File: src/walr_pkg.sv
`timescale 1ns / 1ps
`default_nettype none
// ----------------------------------------------------------------------------
// walr_pkg
// Shared types and constants of the weekday wake-up light ramp controller.
// ----------------------------------------------------------------------------
package walr_pkg;

    localparam int DAY_COUNT        = 7;
    localparam int MAX_RAMP_MINUTES = 60;

    localparam int WORD_W    = 25;
    localparam int HOLD_CFG_W = 8;
    localparam int CFG_IDX_W = 3;
    localparam int DAY_W     = 3;
    localparam int HOUR_W    = 5;
    localparam int MIN_W     = 6;
    localparam int MAXP_W    = 7;
    localparam int DUTY_W    = 23;
    localparam int RAMP_W    = 12;
    localparam int HOLD_W    = 14;
    localparam int STAMP_W   = 15;

    // restoring divider: one quotient bit per cycle
    localparam int DIV_BITS  = DUTY_W;
    localparam int DIV_CNT_W = 5;

    localparam logic [DUTY_W-1:0]  FULL_DUTY   = 23'd6553600;
    localparam logic [DUTY_W-1:0]  START_DUTY  = 23'd65536;
    localparam logic [STAMP_W-1:0] NO_STAMP    = 15'h7FFF;
    localparam logic [DAY_W-1:0]   NO_DAY      = 3'd7;
    localparam logic [MIN_W-1:0]   SEC_PER_MIN = 6'd60;

    // register indexes of the configuration port
    localparam logic [CFG_IDX_W-1:0] REG_ALARM_SUNDAY = 3'd0;
    localparam logic [CFG_IDX_W-1:0] REG_HOLD_MINUTES = 3'd7;

    typedef enum logic
    {
        OP_TICK  = 1'b0,
        OP_CLICK = 1'b1
    } op_t;

    typedef enum logic [1:0]
    {
        PH_IDLE = 2'd0,
        PH_RAMP = 2'd1,
        PH_HOLD = 2'd2
    } phase_t;

    typedef enum logic [1:0]
    {
        CS_READY = 2'd0,
        CS_DIV   = 2'd1,
        CS_EMIT  = 2'd2
    } ctrl_state_t;

    typedef struct packed
    {
        logic accept;
        logic div_step;
        logic emit;
    } walr_cmd_t;

    typedef struct packed
    {
        logic need_div;
        logic div_last;
    } walr_stat_t;

endpackage
`default_nettype wire

File: src/walr_in_if.sv
`timescale 1ns / 1ps
`default_nettype none
// ----------------------------------------------------------------------------
// walr_in_if
// Input channel: one-second ticks and button clicks.
// ----------------------------------------------------------------------------
interface walr_in_if;
    logic                             valid;
    logic                             ready;
    logic                             operation;
    logic [walr_pkg::DAY_W-1:0]       weekday_now;
    logic [walr_pkg::HOUR_W-1:0]      hour_now;
    logic [walr_pkg::MIN_W-1:0]       minute_now;
    logic                             alarms_enabled;

    modport source
    (
        output valid, operation, weekday_now, hour_now, minute_now, alarms_enabled,
        input  ready
    );

    modport sink
    (
        input  valid, operation, weekday_now, hour_now, minute_now, alarms_enabled,
        output ready
    );
endinterface
`default_nettype wire

File: src/walr_out_if.sv
`timescale 1ns / 1ps
`default_nettype none
// ----------------------------------------------------------------------------
// walr_out_if
// Output channel: one result item per input item.
// ----------------------------------------------------------------------------
interface walr_out_if;
    logic                             valid;
    logic                             ready;
    logic [walr_pkg::DUTY_W-1:0]      duty_percent;
    logic [1:0]                       phase;
    logic                             alarm_started;
    logic [walr_pkg::DAY_W-1:0]       fired_day;
    logic                             aborted;

    modport source
    (
        output valid, duty_percent, phase, alarm_started, fired_day, aborted,
        input  ready
    );

    modport sink
    (
        input  valid, duty_percent, phase, alarm_started, fired_day, aborted,
        output ready
    );
endinterface
`default_nettype wire

File: src/walr_ctrl.sv
`timescale 1ns / 1ps
`default_nettype none
// ----------------------------------------------------------------------------
// walr_ctrl
// Sequencer: accept, run the step divider when needed, hand off the result.
// ----------------------------------------------------------------------------
module walr_ctrl
(
    input  wire logic                  clk,
    input  wire logic                  rst_n,
    input  wire logic                  in_valid,
    output      logic                  in_ready,
    output      logic                  out_valid,
    input  wire logic                  out_ready,
    input  wire walr_pkg::walr_stat_t  stat,
    output      walr_pkg::walr_cmd_t   cmd
);

    walr_pkg::ctrl_state_t state_reg;
    walr_pkg::ctrl_state_t state_next;
    logic                  out_valid_reg;
    logic                  out_valid_next;

    always_ff @(posedge clk or negedge rst_n)
    begin
        if (!rst_n)
        begin
            state_reg     <= walr_pkg::CS_READY;
            out_valid_reg <= 1'b0;
        end
        else
        begin
            state_reg     <= state_next;
            out_valid_reg <= out_valid_next;
        end
    end

    always_comb
    begin
        state_next   = state_reg;
        cmd          = '0;
        in_ready     = 1'b0;
        case (state_reg)
            walr_pkg::CS_READY:
            begin
                in_ready   = 1'b1;
                cmd.accept = in_valid;
                if (in_valid)
                begin
                    state_next = stat.need_div ? walr_pkg::CS_DIV : walr_pkg::CS_EMIT;
                end
            end
            walr_pkg::CS_DIV:
            begin
                cmd.div_step = 1'b1;
                if (stat.div_last)
                begin
                    state_next = walr_pkg::CS_EMIT;
                end
            end
            walr_pkg::CS_EMIT:
            begin
                // output slot free or draining this cycle
                if (!out_valid_reg || out_ready)
                begin
                    cmd.emit   = 1'b1;
                    state_next = walr_pkg::CS_READY;
                end
            end
            default:
            begin
                state_next = walr_pkg::CS_READY;
            end
        endcase

        if (cmd.emit)
        begin
            out_valid_next = 1'b1;
        end
        else if (out_ready)
        begin
            out_valid_next = 1'b0;
        end
        else
        begin
            out_valid_next = out_valid_reg;
        end
    end

    assign out_valid = out_valid_reg;

endmodule
`default_nettype wire

File: src/walr_datapath.sv
`timescale 1ns / 1ps
`default_nettype none
// ----------------------------------------------------------------------------
// walr_datapath
// Alarm words, ramp/hold state, step divider and output register.
// ----------------------------------------------------------------------------
module walr_datapath
#(
    parameter int MAX_RAMP_MINUTES = walr_pkg::MAX_RAMP_MINUTES
)
(
    input  wire logic                              clk,
    input  wire logic                              rst_n,
    input  wire logic                              cfg_wr_en,
    input  wire logic [walr_pkg::CFG_IDX_W-1:0]    cfg_index,
    input  wire logic [walr_pkg::WORD_W-1:0]       cfg_wdata,
    input  wire logic                              operation,
    input  wire logic [walr_pkg::DAY_W-1:0]        weekday_now,
    input  wire logic [walr_pkg::HOUR_W-1:0]       hour_now,
    input  wire logic [walr_pkg::MIN_W-1:0]        minute_now,
    input  wire logic                              alarms_enabled,
    input  wire walr_pkg::walr_cmd_t               cmd,
    output      walr_pkg::walr_stat_t              stat,
    output      logic [walr_pkg::DUTY_W-1:0]       duty_percent,
    output      logic [1:0]                        phase,
    output      logic                              alarm_started,
    output      logic [walr_pkg::DAY_W-1:0]        fired_day,
    output      logic                              aborted
);

    // configuration
    logic [walr_pkg::WORD_W-1:0]      alarm_reg [walr_pkg::DAY_COUNT];
    logic [walr_pkg::HOLD_CFG_W-1:0]  hold_min_reg;

    // run state
    walr_pkg::phase_t                 phase_reg;
    logic [walr_pkg::DUTY_W-1:0]      duty_reg;
    logic [walr_pkg::DUTY_W-1:0]      step_reg;
    logic [walr_pkg::RAMP_W-1:0]      ramp_reg;
    logic [walr_pkg::HOLD_W-1:0]      hold_reg;
    logic [walr_pkg::STAMP_W-1:0]     stamp_reg;

    walr_pkg::phase_t                 phase_next;
    logic [walr_pkg::DUTY_W-1:0]      duty_next;
    logic [walr_pkg::DUTY_W-1:0]      step_next;
    logic [walr_pkg::RAMP_W-1:0]      ramp_next;
    logic [walr_pkg::HOLD_W-1:0]      hold_next;
    logic                             started_next;
    logic                             aborted_next;

    // staged result, then output register
    logic [walr_pkg::DUTY_W-1:0]      res_duty_reg;
    walr_pkg::phase_t                 res_phase_reg;
    logic                             res_started_reg;
    logic [walr_pkg::DAY_W-1:0]       res_day_reg;
    logic                             res_aborted_reg;

    logic [walr_pkg::DUTY_W-1:0]      out_duty_reg;
    walr_pkg::phase_t                 out_phase_reg;
    logic                             out_started_reg;
    logic [walr_pkg::DAY_W-1:0]       out_day_reg;
    logic                             out_aborted_reg;

    // divider
    logic [walr_pkg::RAMP_W-1:0]      div_rem_reg;
    logic [walr_pkg::DIV_BITS-1:0]    div_quo_reg;
    logic [walr_pkg::DIV_CNT_W-1:0]   div_cnt_reg;
    logic [walr_pkg::RAMP_W:0]        div_shift;
    logic                             div_ge;
    logic [walr_pkg::RAMP_W-1:0]      div_rem_next;
    logic [walr_pkg::DIV_BITS-1:0]    div_quo_next;

    // item decode
    logic                             is_tick;
    logic                             wd_ok;
    logic [walr_pkg::WORD_W-1:0]      word;
    logic                             match;
    logic [walr_pkg::STAMP_W-1:0]     stamp;
    logic                             new_minute;
    logic                             start;
    logic [walr_pkg::MIN_W-1:0]       run_minutes;
    logic [walr_pkg::RAMP_W-1:0]      run_secs;
    logic [walr_pkg::HOLD_W-1:0]      hold_load;
    logic [walr_pkg::DUTY_W:0]        duty_sum;
    logic [walr_pkg::DUTY_W-1:0]      duty_sat;

    assign is_tick    = (operation == walr_pkg::OP_TICK);
    assign wd_ok      = (weekday_now < walr_pkg::DAY_W'(walr_pkg::DAY_COUNT));
    assign word       = wd_ok ? alarm_reg[weekday_now] : '0;
    assign match      = alarms_enabled && wd_ok && word[0]
                        && (word[5:1] == hour_now) && (word[11:6] == minute_now);
    assign stamp      = {1'b0, weekday_now, hour_now, minute_now};
    assign new_minute = is_tick && match && (stamp != stamp_reg);
    assign start      = new_minute && (phase_reg == walr_pkg::PH_IDLE);

    assign run_minutes = (word[17:12] > walr_pkg::MIN_W'(MAX_RAMP_MINUTES))
                         ? walr_pkg::MIN_W'(MAX_RAMP_MINUTES) : word[17:12];
    assign run_secs    = walr_pkg::RAMP_W'(run_minutes)
                         * walr_pkg::RAMP_W'(walr_pkg::SEC_PER_MIN);
    assign hold_load   = walr_pkg::HOLD_W'(hold_min_reg)
                         * walr_pkg::HOLD_W'(walr_pkg::SEC_PER_MIN);

    assign duty_sum = {1'b0, duty_reg} + {1'b0, step_reg};
    assign duty_sat = (duty_sum > {1'b0, walr_pkg::FULL_DUTY})
                      ? walr_pkg::FULL_DUTY : duty_sum[walr_pkg::DUTY_W-1:0];

    always_comb
    begin
        phase_next   = phase_reg;
        duty_next    = duty_reg;
        step_next    = step_reg;
        ramp_next    = ramp_reg;
        hold_next    = hold_reg;
        started_next = 1'b0;
        aborted_next = 1'b0;

        if (!is_tick)
        begin
            if (phase_reg != walr_pkg::PH_IDLE)
            begin
                phase_next   = walr_pkg::PH_IDLE;
                duty_next    = '0;
                step_next    = '0;
                ramp_next    = '0;
                hold_next    = '0;
                aborted_next = 1'b1;
            end
        end
        else if (start)
        begin
            phase_next   = walr_pkg::PH_RAMP;
            hold_next    = '0;
            step_next    = '0;   // filled in by the divider
            started_next = 1'b1;
            if (run_minutes == '0)
            begin
                duty_next = walr_pkg::FULL_DUTY;
                ramp_next = '0;
            end
            else
            begin
                duty_next = walr_pkg::START_DUTY;
                ramp_next = run_secs;
            end
        end
        else
        begin
            case (phase_reg)
                walr_pkg::PH_RAMP:
                begin
                    if (ramp_reg != '0)
                    begin
                        duty_next = duty_sat;
                        ramp_next = ramp_reg - 1'b1;
                    end
                    else if (hold_load == '0)
                    begin
                        // zero hold: ramp end drops straight to idle
                        phase_next = walr_pkg::PH_IDLE;
                        duty_next  = '0;
                        step_next  = '0;
                        ramp_next  = '0;
                        hold_next  = '0;
                    end
                    else
                    begin
                        phase_next = walr_pkg::PH_HOLD;
                        hold_next  = hold_load - 1'b1;
                    end
                end
                walr_pkg::PH_HOLD:
                begin
                    if (hold_reg == '0)
                    begin
                        phase_next = walr_pkg::PH_IDLE;
                        duty_next  = '0;
                        step_next  = '0;
                        ramp_next  = '0;
                        hold_next  = '0;
                    end
                    else
                    begin
                        hold_next = hold_reg - 1'b1;
                    end
                end
                default:
                begin
                    phase_next = phase_reg;
                end
            endcase
        end
    end

    // restoring division step; divisor is the ramp length loaded at start
    assign div_shift    = {div_rem_reg, div_quo_reg[walr_pkg::DIV_BITS-1]};
    assign div_ge       = (div_shift >= {1'b0, ramp_reg});
    assign div_rem_next = div_ge ? walr_pkg::RAMP_W'(div_shift - {1'b0, ramp_reg})
                                 : div_shift[walr_pkg::RAMP_W-1:0];
    assign div_quo_next = {div_quo_reg[walr_pkg::DIV_BITS-2:0], div_ge};

    assign stat.need_div = start && (run_minutes != '0);
    assign stat.div_last = (div_cnt_reg == walr_pkg::DIV_CNT_W'(walr_pkg::DIV_BITS - 1));

    always_ff @(posedge clk or negedge rst_n)
    begin
        if (!rst_n)
        begin
            for (int i = 0; i < walr_pkg::DAY_COUNT; i++)
            begin
                alarm_reg[i] <= '0;
            end
            hold_min_reg <= walr_pkg::HOLD_CFG_W'(15);
            phase_reg    <= walr_pkg::PH_IDLE;
            duty_reg     <= '0;
            step_reg     <= '0;
            ramp_reg     <= '0;
            hold_reg     <= '0;
            stamp_reg    <= walr_pkg::NO_STAMP;
        end
        else
        begin
            if (cfg_wr_en)
            begin
                if (cfg_index == walr_pkg::REG_HOLD_MINUTES)
                begin
                    hold_min_reg <= cfg_wdata[walr_pkg::HOLD_CFG_W-1:0];
                end
                else if (cfg_index >= walr_pkg::REG_ALARM_SUNDAY
                         && cfg_index < walr_pkg::CFG_IDX_W'(walr_pkg::DAY_COUNT))
                begin
                    alarm_reg[cfg_index] <= cfg_wdata;
                end
            end

            if (cmd.accept)
            begin
                phase_reg <= phase_next;
                duty_reg  <= duty_next;
                step_reg  <= step_next;
                ramp_reg  <= ramp_next;
                hold_reg  <= hold_next;
                if (new_minute)
                begin
                    stamp_reg <= stamp;
                end
            end
            else if (cmd.div_step && stat.div_last)
            begin
                step_reg <= div_quo_next;
            end
        end
    end

    always_ff @(posedge clk)
    begin
        if (cmd.accept)
        begin
            res_duty_reg    <= (phase_next == walr_pkg::PH_IDLE) ? '0 : duty_next;
            res_phase_reg   <= phase_next;
            res_started_reg <= started_next;
            res_day_reg     <= started_next ? weekday_now : walr_pkg::NO_DAY;
            res_aborted_reg <= aborted_next;
            div_rem_reg     <= '0;
            div_quo_reg     <= {word[24:18], 16'd0};
            div_cnt_reg     <= '0;
        end
        else if (cmd.div_step)
        begin
            div_rem_reg <= div_rem_next;
            div_quo_reg <= div_quo_next;
            div_cnt_reg <= div_cnt_reg + 1'b1;
        end

        if (cmd.emit)
        begin
            out_duty_reg    <= res_duty_reg;
            out_phase_reg   <= res_phase_reg;
            out_started_reg <= res_started_reg;
            out_day_reg     <= res_day_reg;
            out_aborted_reg <= res_aborted_reg;
        end
    end

    assign duty_percent  = out_duty_reg;
    assign phase         = out_phase_reg;
    assign alarm_started = out_started_reg;
    assign fired_day     = out_day_reg;
    assign aborted       = out_aborted_reg;

endmodule
`default_nettype wire

File: src/weekday_alarm_light_ramp_top.sv
`timescale 1ns / 1ps
`default_nettype none
// Flow: an accepted item is written to the staging register, then to the output register once
//   the output slot is free; a tick that starts a ramp of nonzero length first runs the step divider.
// Items: a new item is taken only after the last one has left the staging register; a ramp start
//   also waits for the one-bit-per-cycle restoring divider that computes the ramp step.
// Reset: rst_n (async, active low) clears alarm words to 0, hold_minutes to 15,
//   goes idle with zero duty and forgets the last fired minute. No clearing pass.
// ----------------------------------------------------------------------------
// weekday_alarm_light_ramp_top
// Wake-up light alarm: per-weekday alarm words start a duty ramp that rises
// each one-second tick, holds (unless hold time is 0), then turns off; a button click aborts it.
// ----------------------------------------------------------------------------
module weekday_alarm_light_ramp_top
#(
    parameter int MAX_RAMP_MINUTES = walr_pkg::MAX_RAMP_MINUTES
)
(
    input  wire logic                            clk,
    input  wire logic                            rst_n,
    // configuration write port, no read-back
    input  wire logic                            cfg_wr_en,
    input  wire logic [walr_pkg::CFG_IDX_W-1:0]  cfg_index,
    input  wire logic [walr_pkg::WORD_W-1:0]     cfg_wdata,
    // item channels
    walr_in_if.sink                              in_ch,
    walr_out_if.source                           out_ch
);

    walr_pkg::walr_cmd_t  cmd;
    walr_pkg::walr_stat_t stat;

    // The controller owns the handshakes. It takes an item whenever it is
    // back in its ready state, even if the previous result still sits in the
    // output register: results wait in a staging register until the slot frees.
    walr_ctrl u_ctrl
    (
        .clk       (clk),
        .rst_n     (rst_n),
        .in_valid  (in_ch.valid),
        .in_ready  (in_ch.ready),
        .out_valid (out_ch.valid),
        .out_ready (out_ch.ready),
        .stat      (stat),
        .cmd       (cmd)
    );

    // The datapath evaluates the whole item in its accept cycle (match,
    // once-per-minute check, ramp/hold advance or abort). Only the ramp step,
    // max*65536 / (minutes*60), is left to the iterative divider.
    walr_datapath
    #(
        .MAX_RAMP_MINUTES (MAX_RAMP_MINUTES)
    )
    u_datapath
    (
        .clk            (clk),
        .rst_n          (rst_n),
        .cfg_wr_en      (cfg_wr_en),
        .cfg_index      (cfg_index),
        .cfg_wdata      (cfg_wdata),
        .operation      (in_ch.operation),
        .weekday_now    (in_ch.weekday_now),
        .hour_now       (in_ch.hour_now),
        .minute_now     (in_ch.minute_now),
        .alarms_enabled (in_ch.alarms_enabled),
        .cmd            (cmd),
        .stat           (stat),
        .duty_percent   (out_ch.duty_percent),
        .phase          (out_ch.phase),
        .alarm_started  (out_ch.alarm_started),
        .fired_day      (out_ch.fired_day),
        .aborted        (out_ch.aborted)
    );

endmodule
`default_nettype wire
File: src/flat_wrapper.sv
// flat-port wrapper written by rule: the top's interface ports become plain ports
module weekday_alarm_light_ramp_top_flat 
#(
    parameter int MAX_RAMP_MINUTES = walr_pkg::MAX_RAMP_MINUTES
)
  (clk, rst_n, cfg_wr_en, cfg_index, cfg_wdata, in_ch_valid, in_ch_operation, in_ch_weekday_now, in_ch_hour_now, in_ch_minute_now, in_ch_alarms_enabled, in_ch_ready, out_ch_valid, out_ch_duty_percent, out_ch_phase, out_ch_alarm_started, out_ch_fired_day, out_ch_aborted, out_ch_ready);
  walr_in_if in_ch_i ();
  walr_out_if out_ch_i ();
  input  wire logic clk;
  input  wire logic rst_n;
  input  wire logic cfg_wr_en;
  input  wire logic [walr_pkg::CFG_IDX_W-1:0] cfg_index;
  input  wire logic [walr_pkg::WORD_W-1:0] cfg_wdata;
  input wire logic [$bits(in_ch_i.valid)-1:0] in_ch_valid;
  input wire logic [$bits(in_ch_i.operation)-1:0] in_ch_operation;
  input wire logic [$bits(in_ch_i.weekday_now)-1:0] in_ch_weekday_now;
  input wire logic [$bits(in_ch_i.hour_now)-1:0] in_ch_hour_now;
  input wire logic [$bits(in_ch_i.minute_now)-1:0] in_ch_minute_now;
  input wire logic [$bits(in_ch_i.alarms_enabled)-1:0] in_ch_alarms_enabled;
  output wire logic [$bits(in_ch_i.ready)-1:0] in_ch_ready;
  output wire logic [$bits(out_ch_i.valid)-1:0] out_ch_valid;
  output wire logic [$bits(out_ch_i.duty_percent)-1:0] out_ch_duty_percent;
  output wire logic [$bits(out_ch_i.phase)-1:0] out_ch_phase;
  output wire logic [$bits(out_ch_i.alarm_started)-1:0] out_ch_alarm_started;
  output wire logic [$bits(out_ch_i.fired_day)-1:0] out_ch_fired_day;
  output wire logic [$bits(out_ch_i.aborted)-1:0] out_ch_aborted;
  input wire logic [$bits(out_ch_i.ready)-1:0] out_ch_ready;
  assign in_ch_i.valid = in_ch_valid;
  assign in_ch_i.operation = in_ch_operation;
  assign in_ch_i.weekday_now = in_ch_weekday_now;
  assign in_ch_i.hour_now = in_ch_hour_now;
  assign in_ch_i.minute_now = in_ch_minute_now;
  assign in_ch_i.alarms_enabled = in_ch_alarms_enabled;
  assign in_ch_ready = in_ch_i.ready;
  assign out_ch_valid = out_ch_i.valid;
  assign out_ch_duty_percent = out_ch_i.duty_percent;
  assign out_ch_phase = out_ch_i.phase;
  assign out_ch_alarm_started = out_ch_i.alarm_started;
  assign out_ch_fired_day = out_ch_i.fired_day;
  assign out_ch_aborted = out_ch_i.aborted;
  assign out_ch_i.ready = out_ch_ready;
  weekday_alarm_light_ramp_top #(.MAX_RAMP_MINUTES(MAX_RAMP_MINUTES)) u_core (.clk(clk), .rst_n(rst_n), .cfg_wr_en(cfg_wr_en), .cfg_index(cfg_index), .cfg_wdata(cfg_wdata), .in_ch(in_ch_i), .out_ch(out_ch_i));
endmodule
File: config.mk
export PLATFORM = sky130hd
export DESIGN_NAME = weekday_alarm_light_ramp_top_flat
export DESIGN_NICKNAME = d
export VERILOG_FILES = /design/src/walr_pkg.sv /design/src/walr_in_if.sv /design/src/walr_out_if.sv /design/src/walr_ctrl.sv /design/src/walr_datapath.sv /design/src/weekday_alarm_light_ramp_top.sv /design/src/flat_wrapper.sv
export SDC_FILE = /design/constraint.sdc
export NUM_CORES = 1
export LEC_CHECK = 0
export ABC_CLOCK_PERIOD_IN_PS = 5700
export BUFFER_PORTS_ARGS = -buffer_cell sky130_fd_sc_hd__buf_4
export CORE_MARGIN = 5
export CORE_UTILIZATION = 39
export CTS_CLUSTER_DIAMETER = 150
export DETAILED_ROUTE_END_ITERATION = 12
export PLACE_DENSITY = 0.57
export SLEW_MARGIN = 20
export SYNTH_ARGS = -nofsm -noshare
export SYNTH_HDL_FRONTEND = slang
export SYNTH_SLANG_ARGS = --single-unit
File: constraint.sdc
create_clock -name clk -period 5.7 [get_ports clk]
set_input_delay 0 -clock clk [delete_from_list [all_inputs] [get_ports clk]]
set_output_delay 0 -clock clk [all_outputs]
set_load 0.05 [all_outputs]
==> flow_summary.toml <==
[run_status]
status = "completed"

[worst_setup_path]
cpMostUsedCell = "fa_1"
rrSetupSlack_ns = 0.49
slowest_delay_ns = 0.60
critPathKind = "reg -> reg"
cp-startpoint = "u_core.u_datapath.hold_min_reg[2]"
path_cells = "fa_1, fa_1, inv_1, fa_1, nand2b_1, a211oi_1, o21ai_0, a211oi_1, o211ai_1, a311o_1, or2_1, and3_1, a21o_1, a22o_1"
crit_path_start_kind = "flop"
critPathCaptureType = "flop"
critPathArrivalTime_ns = 5.54
cp_num_buf_inv = 1
critical_path.top_delay_family = "compound AO/OA/AOI/OAI gates"
slowest_stage = "dfstp_2"
rr_startpoint = "u_core.u_datapath.hold_min_reg[2]"
cp_max_fo = 18
cp_data_required_time_ns = 6.02

[sta]
hold_violations = 0
min_period_over_period_pct = 91.5
min_period_ns = 5.21
slew_violations = 0
rsz0062_at_grt = "no"
worst_pin_slew_ns = 1.02
finalSetupViolCount = 0
skew_ns = 0.0192
tns_ns = 0
relSlewSlack_pct = 31.7
fmax_ghz = 0.192

[placed_design]
io_buffers = 80
dpl-instance-area_um2 = 21500
gp_congestion = 0.848
dp_hpwl_um = 31800
place_inst = 2472

[pwr]
power.switching_mw = 3.40
p_leak_nw = 9.97
ir_worst_vdd_mv = 0.227
power_density_nw_per_um2 = 414
p_int_mw = 6.25
p_comb_share_pct = 36.6
seqPwrFrac_pct = 35.5
p_sw_share_pct = 35.2
p_clk_share_pct = 27.9

[logic_synthesis]
synth_edf_count = 67
synth_cell_type_count = 82
syn_inst = 1774
synth_seq_area_share_pct = 47.5
syn_nets = 1920
yosysWarnings = 0
ys_ff_latch = 375
async_flop_share_pct = 73.3
ys.flop_type = "dfrtp_1"
synth_area_um2 = 20200
avgSynthCellArea_um2 = 11.4

[finish]
stdcell_area_um2 = 23300
layout_commonest_cell = "dfrtp_1"
drive_gt1_share_pct = 23.2
area_growth_pct = 15.7
final_util_pct = 45.5
fin_nets = 2025
finalNonFillerCells = 2596
mostFrequentLayoutCells = "dfrtp_1 (256), mux2_2 (199), nand2_1 (119)"
largest_reg_flops = 175

[die]
rows = 83
die_area_um2 = 56400
coreArea_um2 = 51300
die_y_um = 237
initial_core_util_pct = 39.3
fp.dieW_um = 237
top_level_ports = 81

[clock_tree]
cts_resized = 0
htreeDepth = 2
cts_root_buffer = "clkbuf_16"
clock_sinks = 375
path_clk_slew_ns = 0.06
cts_tree = "yes"
clk_latency_ns = 0.58
cts_inserted_buffers = 43
max-clock-path-buffers = 3
cts_setup_buffers = 0

[routing]
met3_length_um = 1950
topRoutingLayerUsed = "met4"
wl_per_cell_um = 17.9
vias = 14100
ant_nets = 0
wl_met2_um = 21500
drt-met1-wl_um = 22000
drc_errors = 0
drt_wl_total_um = 46500
drtIter0Drc = 906
via_per_inst = 5.45
first_pass_iters = 5

[hold_path]
hold_path_class = "in -> reg"
hold_start = "in_ch_weekday_now[2]"

[flow_run]
drv_cap = 0

[grt]
grt_overflow = 0
antenna_found_initial = 2
grt_usage_pct = 16.3
grt_pass1_vias = 14300
grt_pass1_wl_um = 76300
grt_max_degree = 158
layer usage:
metal,global-route usage [%],vias to the layer above
met3,2.48,64
met4,4.60,0
met1,22.9,7067
met2,26.5,251
li1,-,6758
met5,0,-
synth_stat cells (11+ instances only):
cell type / instances / area [µm²]
dfxtp_1: 33 / 661
nor2_1: 88 / 330
a21oi_1: 79 / 395
xor2_1: 38 / 333
mux2i_1: 52 / 521
or2_2: 11 / 68.8
nor3_1: 31 / 155
dfstp_2: 19 / 499
mux4_2: 19 / 428
nand2b_1: 18 / 113
nand3_1: 19 / 95.1
ha_1: 74 / 926
nand4_1: 14 / 87.6
nor4_1: 12 / 75.1
xnor2_1: 40 / 350
edfxtp_1: 67 / 2010
a21o_1: 27 / 203
fa_1: 23 / 460
a31oi_1: 16 / 100
nand2_1: 119 / 447
o211ai_1: 13 / 97.6
mux2_2: 199 / 2240
a22o_1: 69 / 604
dfrtp_1: 256 / 6410
o21ai_0: 113 / 566
clkbuf_1: 66 / 248
nor2b_1: 12 / 75.1
inv_1: 68 / 255
metrics by stage:
step / power [mW] / setup slack, ns / hold WS, ns
2_1_floorplan: 6.16 / 0.313 / -0.296
3_3_place_gp: 6.91 / 0.619 / 0.137
3_5_place_dp: 6.98 / 0.491 / 0.147
4_1_cts: 9.75 / 0.484 / 0.0416
5_1_grt: 10.3 / 0.116 / 0.0641
6_report: 9.65 / 0.485 / 0.0627
power by group through the flow:
| stage | clock network [mW] | logic, mW | registers, mW |
|---|---|---|---|
| after floorplan | 0 | 2.67 | 3.49 |
| after global placement | 0 | 3.46 | 3.45 |
| after detailed placement | 0 | 3.50 | 3.48 |
| after CTS | 2.78 | 3.55 | 3.43 |
| after global routing | 2.87 | 3.96 | 3.49 |
| final | 2.69 | 3.53 | 3.43 |
worst paths after layout:
| kind | endpoint | cells after the start |
|---|---|---|
| hold / removal | u_core.u_datapath.stamp_reg[13] | 2 |
| setup reg to reg | u_core.u_datapath.res_duty_reg[10] | 14 |
| setup / recovery | u_core.u_datapath.res_duty_reg[10] | 14 |
| max in group asynchronous | u_core.u_datapath.duty_reg[15] | 3 |
| min in group asynchronous | u_core.u_datapath.alarm_reg[10] | 2 |
| hold reg to reg | u_core.u_datapath.duty_percent[0] | 0 |
kinds of logic after synthesis:
logic type	Yosys count	share of synthesized area (%)
buffers and inverters	152	2.94
adders and majority gates	97	6.87
xor gates and xnor gates	78	3.39
muxes	270	15.8
DFF	375	47.5
AOI/OAI and AO/OA	417	14.1
and+or+nand+nor	385	9.42
cell type report:
type	count	area, µm²
timing repair buffer	144	1210
multi-input combinational	1247	10000
clock inverter	17	130
inverter	68	255
antenna	2	5.00
sequential	375	9580
clock buffer	63	1270
tap	680	851
fill	4752	28000
what timing repair did:
action	4_1_cts	5_1_grt
endpoints found under the setup margin	0	0
hold buffers	42	0
hold endpoints to repair	328	0
Note: power is estimated with default switching activity, not from simulation.
